**src/hw/rtl/rcci_pkg.sv**
```systemverilog
// ----------------------------------------------------------------------------
// rcci_pkg
// Shared types and constants for the rate curve inverse core.
// ----------------------------------------------------------------------------
package rcci_pkg;

  // Number of unrolled bisection steps
  localparam int BISECT_STEPS = 16;

  // Register reset values
  localparam logic [10:0] CENTER_RESET = 11'd70;
  localparam logic [10:0] MAX_RESET    = 11'd670;
  localparam logic [20:0] EXPO_RESET   = 21'd891702;

  // Arithmetic constants
  localparam logic [6:0]  EXPO_MAX     = 7'd100;
  localparam logic [17:0] CENTER_SCALE = 18'd100;
  localparam logic [18:0] TARGET_SCALE = 19'd409600;
  localparam logic [15:0] MASK_INIT    = 16'h8000;

  typedef enum logic [1:0] {
    AXIS_ROLL  = 2'd0,
    AXIS_PITCH = 2'd1,
    AXIS_YAW   = 2'd2,
    AXIS_NONE  = 2'd3
  } rcci_axis_e;

  typedef enum logic [2:0] {
    REG_CENTER_ROLL  = 3'd0,
    REG_CENTER_PITCH = 3'd1,
    REG_CENTER_YAW   = 3'd2,
    REG_MAX_ROLL     = 3'd3,
    REG_MAX_PITCH    = 3'd4,
    REG_MAX_YAW      = 3'd5,
    REG_EXPO         = 3'd6
  } rcci_reg_e;

  // Item state carried along the bisection pipeline
  typedef struct packed {
    logic [15:0]        lo;        // current lower bound
    logic [15:0]        mask;      // probe bit of this step
    logic               neg;
    logic               err;
    logic               zero;
    logic [17:0]        c100;      // 100 * center
    logic signed [11:0] mvmt;      // max - center
    logic [6:0]         expo;
    logic [6:0]         expo_inv;  // 100 - expo
    logic [33:0]        target;    // magnitude * 409600
  } rcci_item_t;

endpackage

```
**src/hw/rtl/rcci_step.sv**
```systemverilog
// ----------------------------------------------------------------------------
// rcci_step
// One bisection step in six register stages: evaluates the rate curve at
// lo | mask, compares against the target and updates the lower bound.
// ----------------------------------------------------------------------------
module rcci_step (
  input  logic                clk_i,
  input  logic                rst_ni,
  input  logic                en_i,
  input  logic                valid_i,
  input  rcci_pkg::rcci_item_t item_i,
  output logic                valid_o,
  output rcci_pkg::rcci_item_t item_o
);

  logic v1_q, v2_q, v3_q, v4_q, v5_q, v6_q;

  rcci_pkg::rcci_item_t it1_q, it2_q, it3_q, it4_q, it5_q, it6_q;
  rcci_pkg::rcci_item_t it6_d;

  logic [15:0] x0;
  logic [31:0] sq0;
  logic [33:0] cx_d;
  logic [15:0] x1_q, x2_1_q;
  logic [33:0] cx1_q;

  logic [31:0] sq1;
  logic [22:0] a_d;
  logic [15:0] x2_q, x2_2_q, x4_2_q;
  logic [22:0] a2_q;
  logic [33:0] cx2_q;

  logic [31:0] sq2;
  logic [15:0] x3_q, x6_3_q;
  logic [22:0] a3_q;
  logic [33:0] cx3_q;

  logic [23:0]        s_d;
  logic [15:0]        x4_q;
  logic [23:0]        s4_q;
  logic [33:0]        cx4_q;

  logic signed [36:0] m_d;
  logic [15:0]        x5_q;
  logic signed [36:0] m5_q;
  logic [33:0]        cx5_q;

  logic signed [37:0] curve;
  logic               below;

  // stage 1: x^2 and center term
  assign x0   = item_i.lo | item_i.mask;
  assign sq0  = 32'(x0) * 32'(x0);
  assign cx_d = 34'(item_i.c100) * 34'(x0);

  // stage 2: x^4 and linear-in-x2 term
  assign sq1 = 32'(x2_1_q) * 32'(x2_1_q);
  assign a_d = 23'(it1_q.expo_inv) * 23'(x2_1_q);

  // stage 3: x^6
  assign sq2 = 32'(x4_2_q) * 32'(x2_2_q);

  // stage 4: expo blend
  assign s_d = 24'(a3_q) + 24'(23'(it3_q.expo) * 23'(x6_3_q));

  // stage 5: movement scale
  assign m_d = 37'(it4_q.mvmt) * $signed({13'd0, s4_q});

  // stage 6: compare and bound update
  assign curve = $signed({4'd0, cx5_q}) + 38'(m5_q);
  assign below = curve < $signed({4'd0, it5_q.target});

  always_comb begin
    it6_d      = it5_q;
    it6_d.lo   = below ? x5_q : it5_q.lo;
    it6_d.mask = it5_q.mask >> 1;
  end

  always_ff @(posedge clk_i or negedge rst_ni) begin
    if (!rst_ni) begin
      v1_q <= 1'b0;
      v2_q <= 1'b0;
      v3_q <= 1'b0;
      v4_q <= 1'b0;
      v5_q <= 1'b0;
      v6_q <= 1'b0;
    end else if (en_i) begin
      v1_q <= valid_i;
      v2_q <= v1_q;
      v3_q <= v2_q;
      v4_q <= v3_q;
      v5_q <= v4_q;
      v6_q <= v5_q;
    end
  end

  always_ff @(posedge clk_i) begin
    if (en_i) begin
      it1_q  <= item_i;
      x1_q   <= x0;
      x2_1_q <= sq0[31:16];
      cx1_q  <= cx_d;

      it2_q  <= it1_q;
      x2_q   <= x1_q;
      x2_2_q <= x2_1_q;
      x4_2_q <= sq1[31:16];
      a2_q   <= a_d;
      cx2_q  <= cx1_q;

      it3_q  <= it2_q;
      x3_q   <= x2_q;
      x6_3_q <= sq2[31:16];
      a3_q   <= a2_q;
      cx3_q  <= cx2_q;

      it4_q  <= it3_q;
      x4_q   <= x3_q;
      s4_q   <= s_d;
      cx4_q  <= cx3_q;

      it5_q  <= it4_q;
      x5_q   <= x4_q;
      m5_q   <= m_d;
      cx5_q  <= cx4_q;

      it6_q  <= it6_d;
    end
  end

  assign valid_o = v6_q;
  assign item_o  = it6_q;

endmodule

```
**config.mk**
```make
export PLATFORM = sky130hd
export DESIGN_NAME = rcci_step
export DESIGN_NICKNAME = d
export VERILOG_FILES = /design/src/hw/rtl/rcci_pkg.sv /design/src/hw/rtl/rcci_step.sv
export SDC_FILE = /design/constraint.sdc
export NUM_CORES = 2
export LEC_CHECK = 0
export BUFFER_PORTS_ARGS = -buffer_cell sky130_fd_sc_hd__buf_2
export CAP_MARGIN = 20
export CORE_MARGIN = 5
export CORE_UTILIZATION = 47
export DETAILED_ROUTE_END_ITERATION = 8
export PLACE_DENSITY = 0.68
export SYNTH_ARGS = -nofsm -noshare
export SYNTH_HDL_FRONTEND = slang
export SYNTH_SLANG_ARGS = --single-unit
```
**constraint.sdc**
```tcl
create_clock -name clk_i -period 10.09 [get_ports clk_i]
set_input_delay 0.5045 -clock clk_i [delete_from_list [all_inputs] [get_ports clk_i]]
set_output_delay 0.5045 -clock clk_i [all_outputs]
set_load 0.05 [all_outputs]
```
Word-level counts from Yosys, hierarchy flattened
Index checks and enable logic that the tools add are counted.
Cells by class
  order comparisons: 1
  multipliers: 7
  $add $sub $neg: 2
  bitwise operators: 1
  mux-type cells: 1
Operator list (count)
  multiplier 16 x 16 -> 32 bit: 3
  multiplier 7 x 16 -> 23 bit: 2
  adder 35 x 37 -> 38 bit: 1
  less-than comparator 38 x 35 -> 1 bit: 1
  multiplier 12 x 25 -> 37 bit: 1
  multiplier 18 x 16 -> 34 bit: 1
  adder 23 x 23 -> 24 bit: 1
  2-to-1 mux 16 bit: 1
  bitwise OR 16 bit: 1
Word-level totals
  logic and storage cells: 96
  register bits after elaboration: 1104
  bits of input ports: 117

Logic depth before layout (Yosys ltp)
  word-level depth: 3
  mapped depth: 28
  mapped depth without buffers: 27

Worst setup path after synthesis
No wires, ideal clock.
  path kind: in2reg
  start point: in item_i[86] (netlist bit)
  end point: reg cx1_q[32] (data pin)
  slack: 2946 ps
  arrival: 6886 ps
  cell stages on the path: 25
  buffers on the path: 1
  path through: nor2_1 -> inv_1 -> clkbuf_1 -> and2_1 -> fa_1 -> inv_1 -> fa_1 -> fa_1 -> fa_1 -> inv_1 -> fa_1 -> inv_1 -> fa_1 -> inv_1 -> ha_1 -> a21o_1 -> a21o_1 -> a21oi_1 -> o31ai_1 -> a221o_1 -> a221o_1 -> a311o_1 -> a31o_2 -> a21oi_1 -> xnor2_1
Between the ends
  word-level cells in the longest chain between the ends: 2
Ends and longest elaborated chain
  start, declared: RTL line rcci_step.sv:11  | input rcci_pkg::rcci_item_t item_i,
  bitwise OR 16 bit: RTL line rcci_step.sv:52  | assign x0 = item_i.lo | item_i.mask;
  multiplier 18 x 16 -> 34 bit: RTL line rcci_step.sv:54  | assign cx_d = 34'(item_i.c100) * 34'(x0);
  via cx_d[32]: RTL line rcci_step.sv:23  | logic [33:0] cx_d;
  end signal, assigned: RTL line rcci_step.sv:102  | cx1_q <= cx_d;
  end, declared: RTL line rcci_step.sv:25  | logic [33:0] cx1_q;
The timed path passes the listed nets, and every way through them passes these cells.
A chain may end at the register's enable or synchronous reset.

Final worst setup path
  start point: in item_i[84] (netlist bit)
  end point: reg cx1_q[32] (data pin)
Same word-level chain as after synthesis.

==> results.yml <==
floorplanning:
  fp.dieW_um: 430
  die_area_um2: 185000
  num_rows: 154
  die_y_um: 430
  pin_count: 231
  start_util_pct: 47.1
  coreArea_um2: 176000
drt:
  viasPerCell: 5.10
  route.detailed.drc: 0
  vias: 48900
  wl_per_cell_um: 17.8
  detail-route-antenna-nets: 0
  firstDrtPassIters: 5
  routed_wl_um: 171000
  drtIter0Drc: 3001
synth:
  avgSynthCellArea_um2: 12.1
  synthesis.area_um2: 82800
  async_reset_ff_share_pct: 0.546
  synth_edf_count: 1093
  syn_inst: 6867
  yosysSeqAreaShare_pct: 39.8
  yosys-top-cells-area: "edfxtp_1 40%, fa_1 27%, ha_1 9.8%"
  synth_fp_nets: 8757
  yosysMostFrequentCell: "inv_1"
  synth_top_area_share_pct: 39.6
  synth_area_leader_cell: "edfxtp_1"
  synth_commonest_cells: "1421 x inv_1, 1123 x fa_1, 1093 x edfxtp_1"
  synth.distinct_cells: 76
  ys_warn_count: 0
  synth_seq_cells: 1099
  synth_flop_cell: "edfxtp_1"
worst_setup_path:
  reg2reg_setup_slack_ps: 2400
  critical_path.max_fanout: 22
  arrival_ps: 8490
  cp-start-kind: "primary input"
  r2r_end: "x4_2_q[15]$_DFFE_PP_"
  startpoint: "item_i[84]"
  critPathKind: "primary input to flip-flop"
  required_ps: 10570
  r2r_cells: 22
  crit_path_end_kind: "flip-flop"
  r2r_start: "x2_1_q[10]$_DFFE_PP_"
cells_and_area:
  synthToLayoutAreaGrowth_pct: 10.3
  nNetsFinal: 9048
  layout-drive-gt1-share_pct: 6.87
grt:
  grt_first_pass_wirelength_um: 280000
  gr-total-overflow: 0
  grt_pass1_vias: 53000
  antenna_found_initial: 2
  grt_start_max_net_pins: 200
  track_usage_pct: 18.9
clocking:
  cts_tree: "built"
  cts-htree-levels: 3
  cts_buffers: 112
  clk_latency_ps: 750
  root_buffer: "clkbuf_16"
  cts_resized: 0
  cts_setup_buffers: 0
  cts.path.max_buffers: 3
  clock_sinks: 1099
  path_clk_slew_ps: 60
timing:
  tightest_slew_ps: 1100
  fin_crit_ps: 8010
  clock.fmax_ghz: 0.125
  fin_skew_ps: 47.3
  setup_viol: 0
  maxSlewViolCount: 0
  final.period_utilization_pct: 79.4
  tns_ps: 0
  finalHoldViolations: 0
  rsz0062_at_grt: "no"
  relSlewSlack_pct: 26.4
run_status:
  outcome: "finished, final reports clean"
run:
  maxCapViolCount: 0
placed_design:
  place.port_buffers: 229
  dp_hpwl_um: 129000
  gp_congestion: 0.867
min_path:
  min_path_type: "primary input to asynchronous set/reset pin"
## timing repair
action	CTS	global route
endpoints found under the hold margin	101	0
hold buffers	96	0
setup endpoints to repair	0	0
## cell usage in the layout (no fill, tap or decap), types with 44 or more instances in the layout
cell,count
buf_4,44
buf_2,228
nor2_1,194
xor2_1,48
a21o_1,77
xnor2_1,128
fa_1,1123
nand2b_1,46
and2_1,477
dlygate4sd3_1,96
clkbuf_16,115
ha_1,650
a21oi_1,125
nand2_1,800
edfxtp_1,1093
inv_1,1421
o21ai_0,74
## registers in the layout (all words and copies together) (netlist names), 16 cells and up
| name | cells |
|---|---|
| it1_q | 112 |
| it2_q | 112 |
| it3_q | 112 |
| it4_q | 112 |
| it5_q | 112 |
| item_o | 112 |
| m5_q | 37 |
| cx1_q | 34 |
| cx2_q | 34 |
| cx3_q | 34 |
| cx4_q | 34 |
| cx5_q | 34 |
| s4_q | 24 |
| a2_q | 23 |
| a3_q | 23 |
| x1_q | 16 |
| x2_1_q | 16 |
| x2_2_q | 16 |
| x2_q | 16 |
| x3_q | 16 |
| x4_2_q | 16 |
| x4_q | 16 |
| x5_q | 16 |
| x6_3_q | 16 |
## final cells by class
class	count	area, µm²
Fill cell	14800	84400
Clock buffer	125	2920
Clock inverter	83	912
Multi-Input combinational cell	4145	43700
Sequential cell	1099	33000
Antenna cell	2	5.00
Inverter	1426	5350
Timing Repair Buffer	374	2550
Tap cell	2340	2930
## metrics by stage
stage | area [µm²] | instances | worst slack, ps | hold slack [ps] | util (%)
finish | 91300 | 9594 | 2080 | 121 | 52.0
global route | 91300 | 9594 | 1770 | 91.0 | 52.0
CTS | 91300 | 9591 | 2030 | 31.5 | 52.0
detailed placement | 86500 | 9287 | 1740 | 332 | 49.2
global placement | 86500 | 9287 | 1890 | 326 | 49.2
floorplan | 82800 | 6867 | 2950 | 209 | -
## logic make-up (layout without fill, tap and decap cells)
logic type / count (synthesis) / count (layout) / share of synthesized area, %
and+or+nand+nor: 1715 / 1715 / 9.87
AOI/OAI and AO/OA: 456 / 456 / 3.70
adders and majority gates: 1773 / 1773 / 37.0
DFF: 1099 / 1099 / 39.8
xor gates and xnor gates: 176 / 176 / 1.86
other: 1 / 3 / 0.00453
muxes: 24 / 24 / 0.370
buffers and inverters: 1623 / 2008 / 7.37
## layer usage
metal  global-route usage (%)  share of wire, %  vias to the layer above
met5                        0                 0                        -
li1                         -                 -                    22400
met1                     24.1                41                    24900
met4                     6.33               3.3                        0
met3                     2.90               5.0                      324
met2                     33.1                51                     1247
## worst max-delay path: stages
cell	delay, ps
dlygate4sd3_1	530
buf_2	130
nor2_1	570
clkinv_1	630
buf_4	430
nand2_1	120
fa_1	440
fa_1	510
fa_1	510
inv_1	60
fa_1	480
fa_1	490
inv_1	50
fa_1	470
inv_1	40
ha_1	340
a21o_1	180
a21oi_1	170
o31ai_1	170
a221o_1	410
a221o_1	360
a311o_1	390
a31o_2	230
a21oi_1	170
xnor2_1	90
## how the worst max path moves through the flow
stage	end	slack, ps
final	cx1_q[32]$_DFFE_PP_	2080
after global routing	x2_1_q[12]$_DFFE_PP_	1770
after CTS	cx1_q[32]$_DFFE_PP_	2030
after detailed placement	cx1_q[32]$_DFFE_PP_	1740
after global placement	cx1_q[32]$_DFFE_PP_	1890
after floorplan	cx1_q[32]$_DFFE_PP_	2950
Power is left out: the tool's default activity adds up to more than one toggle a clock period on the data nets, which glitch-free logic cannot reach.
